**src/asvs_pkg.sv**
```systemverilog
`timescale 1ns / 1ps

package asvs_pkg;

    localparam int WINDOW_MAX_DEF = 20;
    localparam int FULL_SCALE     = 4096;

    localparam int CODE_W = 12;
    localparam int MV_W   = 16;
    localparam int NUM_W  = 29;
    localparam int DEN_W  = 17;

    localparam int CFG_IDX_W  = 3;
    localparam int CFG_DATA_W = 16;

    localparam logic [CFG_IDX_W-1:0] REG_VREF    = 3'd0;
    localparam logic [CFG_IDX_W-1:0] REG_RES_TOP = 3'd1;
    localparam logic [CFG_IDX_W-1:0] REG_RES_BOT = 3'd2;
    localparam logic [CFG_IDX_W-1:0] REG_ALPHA   = 3'd3;
    localparam logic [CFG_IDX_W-1:0] REG_WIN_LEN = 3'd4;
    localparam logic [CFG_IDX_W-1:0] REG_DIV_MOD = 3'd5;
    localparam logic [CFG_IDX_W-1:0] REG_SMOOTH  = 3'd6;

    localparam logic [1:0] SMOOTH_OFF  = 2'd0;
    localparam logic [1:0] SMOOTH_ROLL = 2'd1;
    localparam logic [1:0] SMOOTH_EMA  = 2'd2;

    localparam logic [12:0] VREF_MIN = 13'd2700;
    localparam logic [12:0] VREF_MAX = 13'd5500;
    localparam logic [12:0] VREF_RST = 13'd4096;
    localparam logic [15:0] RES_RST  = 16'd10000;
    localparam logic [8:0]  ALPHA_RST = 9'd128;
    localparam logic [8:0]  ALPHA_ONE = 9'd256;
    localparam logic [4:0]  WLEN_RST = 5'd10;

    localparam logic [MV_W-1:0] MV_MAX = 16'hFFFF;

    function automatic logic [MV_W-1:0] sat16(input logic [NUM_W-1:0] v);
        logic [MV_W-1:0] r;
        r = (v > NUM_W'(MV_MAX)) ? MV_MAX : v[MV_W-1:0];
        return r;
    endfunction

endpackage

```
**src/asvs_div.sv**
```systemverilog
`timescale 1ns / 1ps

module asvs_div (
    input  logic                          i_clk,
    input  logic                          i_rst_n,
    input  logic                          i_start,
    input  logic [asvs_pkg::NUM_W-1:0]    i_num,
    input  logic [asvs_pkg::DEN_W-1:0]    i_den,
    output logic                          o_done,
    output logic [asvs_pkg::NUM_W-1:0]    o_quot
);

    localparam int CNT_W = $clog2(asvs_pkg::NUM_W + 1);

    logic [CNT_W-1:0]             r_cnt;
    logic                         r_done;
    logic [asvs_pkg::NUM_W-1:0]   r_q;
    logic [asvs_pkg::DEN_W-1:0]   r_rem;
    logic [asvs_pkg::DEN_W-1:0]   r_den;
    logic [asvs_pkg::DEN_W:0]     n_trial;
    logic                         n_fit;

    assign n_trial = {r_rem, r_q[asvs_pkg::NUM_W-1]};
    assign n_fit   = (n_trial >= {1'b0, r_den});

    always_ff @(posedge i_clk) begin
        if (!i_rst_n) begin
            r_cnt  <= '0;
            r_done <= 1'b0;
        end else begin
            r_done <= !i_start && (r_cnt == CNT_W'(1));
            if (i_start) begin
                r_cnt <= CNT_W'(asvs_pkg::NUM_W);
            end else if (r_cnt != '0) begin
                r_cnt <= r_cnt - 1'b1;
            end
        end
    end

    always_ff @(posedge i_clk) begin
        if (i_start) begin
            r_q   <= i_num;
            r_rem <= '0;
            r_den <= i_den;
        end else if (r_cnt != '0) begin
            r_q <= {r_q[asvs_pkg::NUM_W-2:0], n_fit};
            if (n_fit) begin
                r_rem <= asvs_pkg::DEN_W'(n_trial - {1'b0, r_den});
            end else begin
                r_rem <= n_trial[asvs_pkg::DEN_W-1:0];
            end
        end
    end

    assign o_done = r_done;
    assign o_quot = r_q;

endmodule

```
**src/adc_smoothing_voltage_scaler.sv**
```systemverilog
`timescale 1ns / 1ps
// Flow: direct scaling goes accept, S_SCALE, S_DWAIT, S_OUT; divider scaling adds S_DGO
// and the bit-serial divider. EMA adds S_EMA1 on its first item, S_EMA1 and S_EMA2 after.
// Rolling mean adds a second division through S_RD, S_UPD, S_AVG and S_DGO, or a fill of
// the whole window through S_FILL on the first item after reset or a window change.
// One item at a time: a new sample is taken only in S_IDLE; a stalled result holds the next item.
// Reset: synchronous, active low; registers take their reset values, no clearing pass.
module adc_smoothing_voltage_scaler #(
    parameter int WINDOW_MAX = asvs_pkg::WINDOW_MAX_DEF
) (
    input  logic                              i_clk,
    input  logic                              i_rst_n,
    input  logic                              i_s_axis_tvalid,
    output logic                              o_s_axis_tready,
    input  logic [15:0]                       i_s_axis_tdata,  // [11:0] sample_code
    output logic                              o_m_axis_tvalid,
    input  logic                              i_m_axis_tready,
    output logic [15:0]                       o_m_axis_tdata,  // [15:0] millivolts
    input  logic                              i_cfg_valid,
    output logic                              o_cfg_ready,
    input  logic [asvs_pkg::CFG_IDX_W-1:0]    i_cfg_index,
    input  logic [asvs_pkg::CFG_DATA_W-1:0]   i_cfg_data
);

    localparam int IDX_W = $clog2(WINDOW_MAX);
    localparam int LEN_W = $clog2(WINDOW_MAX + 1);
    localparam int SUM_W = asvs_pkg::MV_W + $clog2(WINDOW_MAX);
    localparam int FS_SH = $clog2(asvs_pkg::FULL_SCALE);
    localparam int ST_W  = 4;

    localparam logic [ST_W-1:0] S_IDLE  = 4'd0;
    localparam logic [ST_W-1:0] S_EMA1  = 4'd1;
    localparam logic [ST_W-1:0] S_EMA2  = 4'd2;
    localparam logic [ST_W-1:0] S_SCALE = 4'd3;
    localparam logic [ST_W-1:0] S_DGO   = 4'd4;
    localparam logic [ST_W-1:0] S_DWAIT = 4'd5;
    localparam logic [ST_W-1:0] S_FILL  = 4'd6;
    localparam logic [ST_W-1:0] S_RD    = 4'd7;
    localparam logic [ST_W-1:0] S_UPD   = 4'd8;
    localparam logic [ST_W-1:0] S_AVG   = 4'd9;
    localparam logic [ST_W-1:0] S_OUT   = 4'd10;

    logic [12:0] r_vref;
    logic [15:0] r_res_top;
    logic [15:0] r_res_bot;
    logic [8:0]  r_alpha;
    logic [4:0]  r_wlen;
    logic        r_div_mode;
    logic [1:0]  r_smooth;

    logic [ST_W-1:0]                  r_state;
    logic                             r_phase;
    logic                             r_byp;
    logic [asvs_pkg::CODE_W-1:0]      r_code;
    logic [asvs_pkg::CODE_W-1:0]      r_ema;
    logic                             r_ema_primed;
    logic [19:0]                      r_prod;
    logic [asvs_pkg::NUM_W-1:0]       r_num;
    logic [asvs_pkg::DEN_W-1:0]       r_den;
    logic [asvs_pkg::MV_W-1:0]        r_v;
    logic [asvs_pkg::MV_W-1:0]        r_res;
    logic [asvs_pkg::MV_W-1:0]        r_rd;
    logic [IDX_W-1:0]                 r_wslot;
    logic [SUM_W-1:0]                 r_sum;
    logic                             r_wprimed;
    logic                             r_out_valid;
    logic [asvs_pkg::MV_W-1:0]        r_out;
    logic [asvs_pkg::MV_W-1:0]        r_win [WINDOW_MAX];

    logic [LEN_W-1:0]             n_len;
    logic [8:0]                   n_alpha;
    logic [12:0]                  n_vref;
    logic [20:0]                  n_ema_sum;
    logic [asvs_pkg::NUM_W-1:0]   n_scale_num;
    logic [asvs_pkg::DEN_W-1:0]   n_scale_den;
    logic [IDX_W-1:0]             n_slot_next;
    logic                         n_slot_wrap;
    logic                         n_in_acc;
    logic                         n_cfg_acc;
    logic                         n_div_done;
    logic [asvs_pkg::NUM_W-1:0]   n_quot;
    logic [asvs_pkg::MV_W-1:0]    n_quot_sat;
    logic                         n_out_free;
    logic                         n_win_we;

    assign n_in_acc   = i_s_axis_tvalid && o_s_axis_tready;
    assign n_cfg_acc  = i_cfg_valid && o_cfg_ready;
    assign n_out_free = !r_out_valid || i_m_axis_tready;

    always_comb begin
        if (r_wlen == 5'd0) begin
            n_len = LEN_W'(1);
        end else if (32'(r_wlen) > WINDOW_MAX) begin
            n_len = LEN_W'(WINDOW_MAX);
        end else begin
            n_len = LEN_W'(r_wlen);
        end

        if (r_alpha == 9'd0) begin
            n_alpha = 9'd1;
        end else if (r_alpha > asvs_pkg::ALPHA_ONE) begin
            n_alpha = asvs_pkg::ALPHA_ONE;
        end else begin
            n_alpha = r_alpha;
        end

        if (r_vref < asvs_pkg::VREF_MIN) begin
            n_vref = asvs_pkg::VREF_MIN;
        end else if (r_vref > asvs_pkg::VREF_MAX) begin
            n_vref = asvs_pkg::VREF_MAX;
        end else begin
            n_vref = r_vref;
        end

        n_ema_sum = 21'(r_prod) + 21'((asvs_pkg::ALPHA_ONE - n_alpha) * r_ema);

        if (r_div_mode) begin
            n_scale_num = asvs_pkg::NUM_W'(r_code * (17'(r_res_top) + 17'(r_res_bot)));
            n_scale_den = asvs_pkg::DEN_W'(r_res_bot);
        end else begin
            n_scale_num = (asvs_pkg::NUM_W'(n_vref * r_code)
                        + asvs_pkg::NUM_W'(asvs_pkg::FULL_SCALE / 2)) >> FS_SH;
            n_scale_den = asvs_pkg::DEN_W'(asvs_pkg::FULL_SCALE);
        end

        n_slot_wrap = (LEN_W'(r_wslot) + LEN_W'(1) >= n_len);
        n_slot_next = n_slot_wrap ? '0 : r_wslot + 1'b1;
        n_quot_sat  = asvs_pkg::sat16(r_byp ? r_num : n_quot);
        n_win_we    = (r_state == S_FILL) || (r_state == S_UPD);
    end

    asvs_div u_div (
        .i_clk   (i_clk),
        .i_rst_n (i_rst_n),
        .i_start (r_state == S_DGO),
        .i_num   (r_num),
        .i_den   (r_den),
        .o_done  (n_div_done),
        .o_quot  (n_quot)
    );

    always_ff @(posedge i_clk) begin
        if (n_win_we) begin
            r_win[r_wslot] <= r_v;
        end
        if (r_state == S_RD) begin
            r_rd <= r_win[r_wslot];
        end
    end

    always_ff @(posedge i_clk) begin
        if (!i_rst_n) begin
            r_vref       <= asvs_pkg::VREF_RST;
            r_res_top    <= asvs_pkg::RES_RST;
            r_res_bot    <= asvs_pkg::RES_RST;
            r_alpha      <= asvs_pkg::ALPHA_RST;
            r_wlen       <= asvs_pkg::WLEN_RST;
            r_div_mode   <= 1'b0;
            r_smooth     <= asvs_pkg::SMOOTH_OFF;
            r_state      <= S_IDLE;
            r_phase      <= 1'b0;
            r_ema        <= '0;
            r_ema_primed <= 1'b0;
            r_wslot      <= '0;
            r_sum        <= '0;
            r_wprimed    <= 1'b0;
            r_out_valid  <= 1'b0;
        end else begin
            if (r_state == S_OUT && n_out_free) begin
                r_out_valid <= 1'b1;
            end else if (i_m_axis_tready) begin
                r_out_valid <= 1'b0;
            end

            case (r_state)
                S_IDLE: begin
                    if (n_in_acc) begin
                        r_code  <= i_s_axis_tdata[asvs_pkg::CODE_W-1:0];
                        r_phase <= 1'b0;
                        r_state <= (r_smooth == asvs_pkg::SMOOTH_EMA) ? S_EMA1 : S_SCALE;
                    end
                end
                S_EMA1: begin
                    if (!r_ema_primed) begin
                        r_ema        <= r_code;
                        r_ema_primed <= 1'b1;
                        r_state      <= S_SCALE;
                    end else begin
                        r_prod  <= 20'(n_alpha * r_code);
                        r_state <= S_EMA2;
                    end
                end
                S_EMA2: begin
                    r_ema   <= n_ema_sum[19:8];
                    r_code  <= n_ema_sum[19:8];
                    r_state <= S_SCALE;
                end
                S_SCALE: begin
                    r_num   <= n_scale_num;
                    r_den   <= n_scale_den;
                    r_byp   <= !r_div_mode;
                    r_state <= r_div_mode ? S_DGO : S_DWAIT;
                end
                S_DGO: begin
                    r_state <= S_DWAIT;
                end
                S_DWAIT: begin
                    if (n_div_done || r_byp) begin
                        if (r_phase || r_smooth != asvs_pkg::SMOOTH_ROLL) begin
                            r_res   <= n_quot_sat;
                            r_state <= S_OUT;
                        end else if (!r_wprimed) begin
                            r_v     <= n_quot_sat;
                            r_wslot <= '0;
                            r_sum   <= '0;
                            r_state <= S_FILL;
                        end else begin
                            r_v <= n_quot_sat;
                            if (LEN_W'(r_wslot) >= n_len) begin
                                r_wslot <= '0;
                            end
                            r_state <= S_RD;
                        end
                    end
                end
                S_FILL: begin
                    r_sum <= r_sum + SUM_W'(r_v);
                    if (LEN_W'(r_wslot) == n_len - LEN_W'(1)) begin
                        r_wslot   <= '0;
                        r_wprimed <= 1'b1;
                        r_state   <= S_AVG;
                    end else begin
                        r_wslot <= r_wslot + 1'b1;
                    end
                end
                S_RD: begin
                    r_state <= S_UPD;
                end
                S_UPD: begin
                    r_sum   <= r_sum - SUM_W'(r_rd) + SUM_W'(r_v);
                    r_wslot <= n_slot_next;
                    r_state <= S_AVG;
                end
                S_AVG: begin
                    r_num   <= asvs_pkg::NUM_W'(r_sum) + asvs_pkg::NUM_W'(n_len >> 1);
                    r_den   <= asvs_pkg::DEN_W'(n_len);
                    r_byp   <= 1'b0;
                    r_phase <= 1'b1;
                    r_state <= S_DGO;
                end
                S_OUT: begin
                    if (n_out_free) begin
                        r_out   <= r_res;
                        r_state <= S_IDLE;
                    end
                end
                default: begin
                    r_state <= S_IDLE;
                end
            endcase

            if (n_cfg_acc) begin
                case (i_cfg_index)
                    asvs_pkg::REG_VREF:    r_vref     <= i_cfg_data[12:0];
                    asvs_pkg::REG_RES_TOP: r_res_top  <= i_cfg_data;
                    asvs_pkg::REG_RES_BOT: r_res_bot  <= i_cfg_data;
                    asvs_pkg::REG_ALPHA:   r_alpha    <= i_cfg_data[8:0];
                    asvs_pkg::REG_WIN_LEN: begin
                        r_wlen    <= i_cfg_data[4:0];
                        r_wslot   <= '0;
                        r_sum     <= '0;
                        r_wprimed <= 1'b0;
                    end
                    asvs_pkg::REG_DIV_MOD: r_div_mode <= i_cfg_data[0];
                    asvs_pkg::REG_SMOOTH:  r_smooth   <= i_cfg_data[1:0];
                    default: begin
                    end
                endcase
            end
        end
    end

    assign o_s_axis_tready = (r_state == S_IDLE);
    assign o_m_axis_tvalid = r_out_valid;
    assign o_m_axis_tdata  = r_out;
    assign o_cfg_ready     = (r_state == S_IDLE);

endmodule
```
**config.mk**
```make
export PLATFORM = sky130hd
export DESIGN_NAME = adc_smoothing_voltage_scaler
export DESIGN_NICKNAME = d
export VERILOG_FILES = /design/src/asvs_pkg.sv /design/src/asvs_div.sv /design/src/adc_smoothing_voltage_scaler.sv
export SDC_FILE = /design/constraint.sdc
export NUM_CORES = 2
export LEC_CHECK = 0
export ABC_AREA = 1
export BUFFER_PORTS_ARGS = -buffer_cell sky130_fd_sc_hd__buf_2
export CAP_MARGIN = 5
export CORE_MARGIN = 4
export CORE_UTILIZATION = 25
export DETAILED_ROUTE_END_ITERATION = 8
export HOLD_SLACK_MARGIN = 0.08
export PLACE_DENSITY_LB_ADDON = 0.08
export RECOVER_POWER = 50
export SYNTH_ARGS = -nofsm -noshare
export SYNTH_HDL_FRONTEND = slang
export SYNTH_SLANG_ARGS = --single-unit
```
**constraint.sdc**
```tcl
create_clock -name i_clk -period 11.3 [get_ports i_clk]
set_input_delay 0.565 -clock i_clk [delete_from_list [all_inputs] [get_ports i_clk]]
set_output_delay 0.565 -clock i_clk [all_outputs]
set_load 0.05 [all_outputs]
```
# Word level (Yosys, flattened, before mapping)
# Memories as Yosys holds them, arrays and structs flattened. A register that Yosys moved wholly into a read port is not among the register bits.
# Index checks and enable logic that the tools add are counted.
# Widths: inputs -> output; s select.
[totals]
reg_bits = 304
ramBits = 320
inputBits = 40
word_cells = 177
memories = 1
[mem_list]
columns = ["name", "words", "width", "read_ports", "rd_ports_with_merged_regs", "wr", "line_no", "rtl"]
rows = [
  ["r_win", 20, 16, 1, 1, 1, "adc_smoothing_voltage_scaler.sv:68", "logic [asvs_pkg::MV_W-1:0] r_win [WINDOW_MAX];"],
]
[op_classes]
add_sub_neg = 12
mul = 4
order_cmp = 8
eq_ne = 25
mux = 57
bitwise = 2
reduce_logical = 39
[op_table]
columns = ["op", "n"]
rows = [
  ["$mux 29", 4],
  ["$mux 21", 5],
  ["$pmux 21 s3", 1],
  ["$mux 5", 12],
  ["$pmux 29 s2", 1],
  ["$pmux 12 s2", 2],
  ["$pmux 4 s11", 1],
  ["$add 21x16->21", 2],
  ["$pmux 17 s2", 1],
  ["$mux 16", 2],
  ["$gt 29x16->1 const B", 1],
  ["$mul 12x17->29", 1],
  ["$add 25x12->26 const B", 1],
  ["$mux 13", 2],
  ["$mul 13x12->25", 1],
  ["$mux 12", 2],
  ["$add 21x4->22", 1],
  ["$sub 21x16->21", 1],
  ["$add 20x20->20", 1],
  ["$mul 10x13->20", 1],
  ["$mul 9x12->20", 1],
  ["$mux 4", 5],
  ["$reduce_and 2->1", 10],
  ["$ge 18x17->1", 1],
  ["41 further kinds", 87],
]

# Logic depth before layout (Yosys ltp)
[logic_depth]
ltp_word = 11
mapped_depth = 40

# Modules after synthesis
# From an unflattened synthesis, not the netlist that was laid out.
[unflattened]
hier_cells = 5964
area_unflattened_um2 = 51002.7
[by_module_without_submodules]
columns = ["mod", "n_inst", "cells_per_inst", "area_per_inst_um2", "seq_area_each_um2"]
rows = [
  ["adc_smoothing_voltage_scaler", 1, 5415, 46803.6, 16035.4],
  ["asvs_div", 1, 549, 4199.0, 1841.8],
]

# Least setup slack after synthesis
# Ideal clock, no wire load.
[synth_timing]
path_kind = "flip-flop to flip-flop"
from = "register r_alpha[8]"
to = "register r_code[6] (netlist bit), data pin"
setup_ps = 255
arrival_ps = 5700
required_time_ps = 11045
path_slack_ps = 5346
stages_incl_launch_ff = 37
path_buffers = 3
cell_sequence = "dfxtp_1 > buf_4 > inv_2 > buf_6 > nand3_1 > nand2_1 > inv_2 > clkbuf_1 > ha_1 > nand2_1 > nor2_2 > nand2_1 > nor2_1 > inv_1 > nor2_1 > nor2_4 > inv_2 > nor2_1 > fa_1 > inv_1 > fa_1 > inv_1 > fa_1 > fa_1 > inv_1 > fa_1 > inv_1 > ha_1 > nand2_1 > nor2_1 > nand3_1 > nand3_1 > nand2_1 > nand2_1 > nand2_1 > nand3_1 > nand2_1"
[synth_via]
elab_chain_len = 7
word_cells_on_any_way = 8
classes_between = "add/sub (2); mul (1); order compare (1); mux (3); reduce/logical (1)"
[synth_lines]
columns = ["item", "line_no", "rtl"]
rows = [
  ["start: declaration", "adc_smoothing_voltage_scaler.sv:46", "logic [8:0] r_alpha;"],
  ["start signal: assignment", "adc_smoothing_voltage_scaler.sv:156", "r_alpha <= asvs_pkg::ALPHA_RST;"],
  ["start signal: assignment", "adc_smoothing_voltage_scaler.sv:267", "asvs_pkg::REG_ALPHA: r_alpha <= i_cfg_data[8:0];"],
  ["$gt 9x9->1", "adc_smoothing_voltage_scaler.sv:101", "end else if (r_alpha > asvs_pkg::ALPHA_ONE) begin"],
  ["$mux 9", "adc_smoothing_voltage_scaler.sv:101", ""],
  ["$mux 9 *", "adc_smoothing_voltage_scaler.sv:99", "if (r_alpha == 9'd0) begin"],
  ["$sub 9x9->10 *", "adc_smoothing_voltage_scaler.sv:115", "n_ema_sum = 21'(r_prod) + 21'((asvs_pkg::ALPHA_ONE - n_alpha) * r_ema);"],
  ["$mul 10x13->20 *", "adc_smoothing_voltage_scaler.sv:115", ""],
  ["$add 20x20->20 *", "adc_smoothing_voltage_scaler.sv:115", ""],
  ["$pmux 12 s2 *", "adc_smoothing_voltage_scaler.sv:175", "case (r_state)"],
  ["end signal: assignment", "adc_smoothing_voltage_scaler.sv:178", "r_code <= i_s_axis_tdata[asvs_pkg::CODE_W-1:0];"],
  ["end signal: assignment", "adc_smoothing_voltage_scaler.sv:195", "r_code <= n_ema_sum[19:8];"],
  ["end: declaration", "adc_smoothing_voltage_scaler.sv:54", "logic [asvs_pkg::CODE_W-1:0] r_code;"],
]
# Every way passes the cells marked *; elsewhere a longest branch is shown, timed or not.
# A chain may end at the register's enable or synchronous reset.

# Worst setup path after layout
[layout_timing]
from = "register r_vref[12]"
to = "register r_num[5] (netlist bit), data pin"
[layout_via]
elab_chain_len = 7
word_cells_on_any_way = 8
classes_between = "add/sub (1); mul (1); order compare (2); mux (4)"
[layout_lines]
columns = ["item", "line_no", "rtl"]
rows = [
  ["start: declaration", "adc_smoothing_voltage_scaler.sv:43", "logic [12:0] r_vref;"],
  ["start signal: assignment", "adc_smoothing_voltage_scaler.sv:153", "r_vref <= asvs_pkg::VREF_RST;"],
  ["start signal: assignment", "adc_smoothing_voltage_scaler.sv:264", "asvs_pkg::REG_VREF: r_vref <= i_cfg_data[12:0];"],
  ["$gt 13x13->1", "adc_smoothing_voltage_scaler.sv:109", "end else if (r_vref > asvs_pkg::VREF_MAX) begin"],
  ["$mux 13", "adc_smoothing_voltage_scaler.sv:109", ""],
  ["$mux 13 *", "adc_smoothing_voltage_scaler.sv:107", "if (r_vref < asvs_pkg::VREF_MIN) begin"],
  ["$mul 13x12->25 *", "adc_smoothing_voltage_scaler.sv:121", "n_scale_num = (asvs_pkg::NUM_W'(n_vref * r_code)"],
  ["$add 25x12->26 *", "adc_smoothing_voltage_scaler.sv:122", "+ asvs_pkg::NUM_W'(asvs_pkg::FULL_SCALE / 2)) >> FS_SH;"],
  ["$mux 29 *", "adc_smoothing_voltage_scaler.sv:117", "if (r_div_mode) begin"],
  ["$pmux 29 s2 *", "adc_smoothing_voltage_scaler.sv:175", ""],
  ["end signal: assignment", "adc_smoothing_voltage_scaler.sv:199", "r_num <= n_scale_num;"],
  ["end signal: assignment", "adc_smoothing_voltage_scaler.sv:245", "r_num <= asvs_pkg::NUM_W'(r_sum) + asvs_pkg::NUM_W'(n_len >> 1);"],
  ["end: declaration", "adc_smoothing_voltage_scaler.sv:58", "logic [asvs_pkg::NUM_W-1:0] r_num;"],
]
# Marks and branches as above.

==> metrics.md <==
| Metric | Value |
|---|---|
| Largest net degree at the start of global routing | about 150 |
| Maxcap violations | 9 |
| Core Util, Final | 28.1% |
| Chip width | between 400 and 500 um |
| Mapped Area | around 50000 sq um |
| Postcts setup bufs | 0 |
| Chip height | roughly 460 um |
| RSZ-0062 raised after global routing | no |
| Placer Congestion | just over 0.8 |
| Fin. max-slew vios | ~250 |
| Main synth FF type | edfxtp_1 |
| Layout cells sized above 1 | 5.06% |
| Worst R2R Path Depth | 23 |
| Count leader, synth | nand2_1 |
| WHS | approximately 0.18 ns |
| Synth Register Bits | between 600 and 700 |
| TritonCTS clock tree | yes |
| Layout net count | between 6000 and 7000 |
| First-pass GRT wire length | 270000 um |
| Grt total ovfl | 0 |
| Layout fillers | roughly 22000 |
| Leakage | between 20 and 25 nW |
| CTS Buffer Depth | 3 |
| Distinct cells, synth | 66 |
| Drt drc | 0 |
| CTS clk-pin slew, worst paths | 0.06 ns |
| Die area | about 210000 sq um |
| Avg Cell Area, Syn | approximately 8.7 sq um |
| Outcome | finished with violations |
| Post-synth top area cell | edfxtp_1 |
| P per Cell Area | just under 300 nW/um^2 |
| WL final | 181000 um |
| Vias post-DR | ~39000 |
| Crit path launch type | flop |
| Final setup fails | 0 |
| Placed inst area | about 54000 sq um |
| CP required | 11.67 ns |
| Final hold violations | 0 |
| Remaining antenna violation count | 0 |
| Post-synth EDFFs | between 500 and 600 |
| Core ar. | around 200000 sq um |
| Worst setup path class | flop to flop |
| Synth Instances | 5827 |
| IO Port Bufs | 54 |
| Total power | around 0.017 W |
| CP max FO | 18 |
| TNS Setup | 0 ns |
| Clock skew | approximately 0.047 ns |
| Starting Density | between 20% and 30% |
| Hold-fix buffer count after cts | 0 |
| Top cells by area, synth | edfxtp_1 30%, fa_1 18%, ha_1 8.1% |
| # IOs | 59 |
| Async SR Flop Fraction | 0% |
| Sequential share of the synthesized area | between 30% and 40% |
| Cell Rows | 164 |
| Hold crit path type | input port to flop |
| H-tree Lvls | 3 |
| Pin slew with the least headroom to its limit | roughly 3.0 ns |
| Root Driver | clkbuf_16 |
| Finished Cell Area | ~56000 sq um |
| Normalized max-slew margin | -102% |
| Clock Sink Count | ~640 |
| DP HPWL | 136000 um |
| Synth Warn # | 0 |
| Min Tclk post-route | 8.05 ns |
| Final period util | a little under three quarters |
| Worst vdd ir | approximately 0.5 mV |
| CTS Buf Count | 75 |
| PostCTS Resize Cnt | 0 |
| Tot GR Track Use | 17.2% |
| Setup crit end kind | flop |
| Worst-skew pair later-pin latency | 0.69 ns |
| Yosys top cell area share | a little under a third |
| DRT Pass-1 Iters | 5 |
| Initial antenna violation count | 10 |
| Vias in the first global route | around 40000 |
| WHS Path Cells | 3 |
| Post-synth top cells | 1073 x nand2_1, 1020 x inv_1, 636 x nor2_1 |
| Violations in the final reports | capacitance limit, slew limit |
| Synth-to-layout area growth | 11.5% |
| CP Data Arrival Time | about 8.4 ns |
| WL/cell | 21.2 um |
| Max Fclk | roughly 0.12 GHz |
| DR vias/cell | around 4.6 |
| DRT iter0 DRCs | roughly 2400 |
-- cell families after synthesis --
| kind of cell | count (synthesis) | synth area share [%] |
|---|---|---|
| AOI/OAI and AO/OA | 920 | 10.0 |
| xor gates and xnor gates | 53 | 0.921 |
| DFF | 638 | 35.4 |
| and+or+nand+nor | 2183 | 18.2 |
| buffers and inverters | 1258 | 9.63 |
| adders and majority gates | 773 | 25.8 |
| other | 2 | 0.0149 |
-- per-layer routing --
metal,routed length (um),up-vias,part of all wire (%),GRT usage (%)
met5,0,-,0,0
met4,2520,0,1.4,3.05
met3,5810,137,3.2,1.53
met2,79400,654,44,26.7
met1,93700,19700,52,26.1
li1,-,18800,-,-
-- path summary, 6_finish.rpt --
check | startpoint | endpoint | slack [ns]
setup / recovery | r_vref[12]$_SDFFE_PN1P_ | r_num[5]$_DFFE_PP_ | 3.25
hold reg to reg | r_res[6]$_DFFE_PP_ | o_m_axis_tdata[6]$_DFFE_PP_ | 0.42
hold / removal | i_s_axis_tdata[9] | r_code[9]$_DFFE_PP_ | 0.18
setup reg to reg | r_vref[12]$_SDFFE_PN1P_ | r_num[5]$_DFFE_PP_ | 3.25
-- flip-flops by register name, indices dropped and copies added, names as in the netlist, 17 cells and up --
register / count
r_num: 29
u_div.o_quot: 29
r_win: 320
u_div.r_rem: 17
r_sum: 21
r_prod: 20
-- through the flow --
stage / cells / worst slack, ns
global route: 8565 / 2.82
finish: 8567 / 3.25
floorplan: 5836 / 5.35
detailed placement: 8426 / 3.27
global placement: 8426 / 3.28
CTS: 8564 / 3.24
-- layout make-up --
class	count	area, sq um	share of cell area [%]
repair buffers	132	749	1.33
well taps	2656	3320	5.91
multi-input cells	3940	27800	49.4
clock buffers	94	2000	3.56
inverters	1060	3980	7.09
clock inverters	44	494	0.879
diodes	3	7.51	0.0134
flip-flops and latches	638	17900	31.8
-- cell usage in the layout, fill, tap and decap left out, types with 20 or more instances in the layout --
master     synthesis  final
nand2_1         1073   1075
inv_1           1020   1030
nor2_1           636    623
edfxtp_1         507    507
fa_1             446    446
o21ai_0          391    392
ha_1             327    327
a21oi_1          304    304
nand3_1          263    263
dfxtp_1          131    129
o22ai_1           81     81
clkbuf_16          0     76
clkbuf_1         141     58
nand4_1           51     51
buf_4              8     51
nor3_1            43     44
buf_2             36     37
o21ai_1           36     35
xor2_1            32     32
nand3b_1          31     31
clkinv_1           9     23
o211ai_1          22     22
inv_2             30     20
xnor2_1           21     20
-- where the power goes --
group,internal (W),switching (W)
Clock,0.00141,0.00110
Combinational,0.00370,0.00747
Sequential,0.00283,0.000180
-- critical path, stage by stage, from the launching register on --
cell and delay [ns]:
dfxtp_1 0.83, inv_2 0.37, nor4_1 0.33, nand3_1 0.12
nand2_2 0.33, nand2_1 0.38, inv_1 0.31, nor2_1 0.10
fa_1 0.56, inv_1 0.05, fa_1 0.48, inv_1 0.07
fa_1 0.52, fa_1 0.56, inv_1 0.06, fa_1 0.54
inv_1 0.04, ha_1 0.37, a21oi_1 0.30, o21ai_0 0.15
a21oi_1 0.14, nand2_1 0.20, o21ai_0 0.73, o211ai_1 0.20
Power figures use the tool's default switching activity.
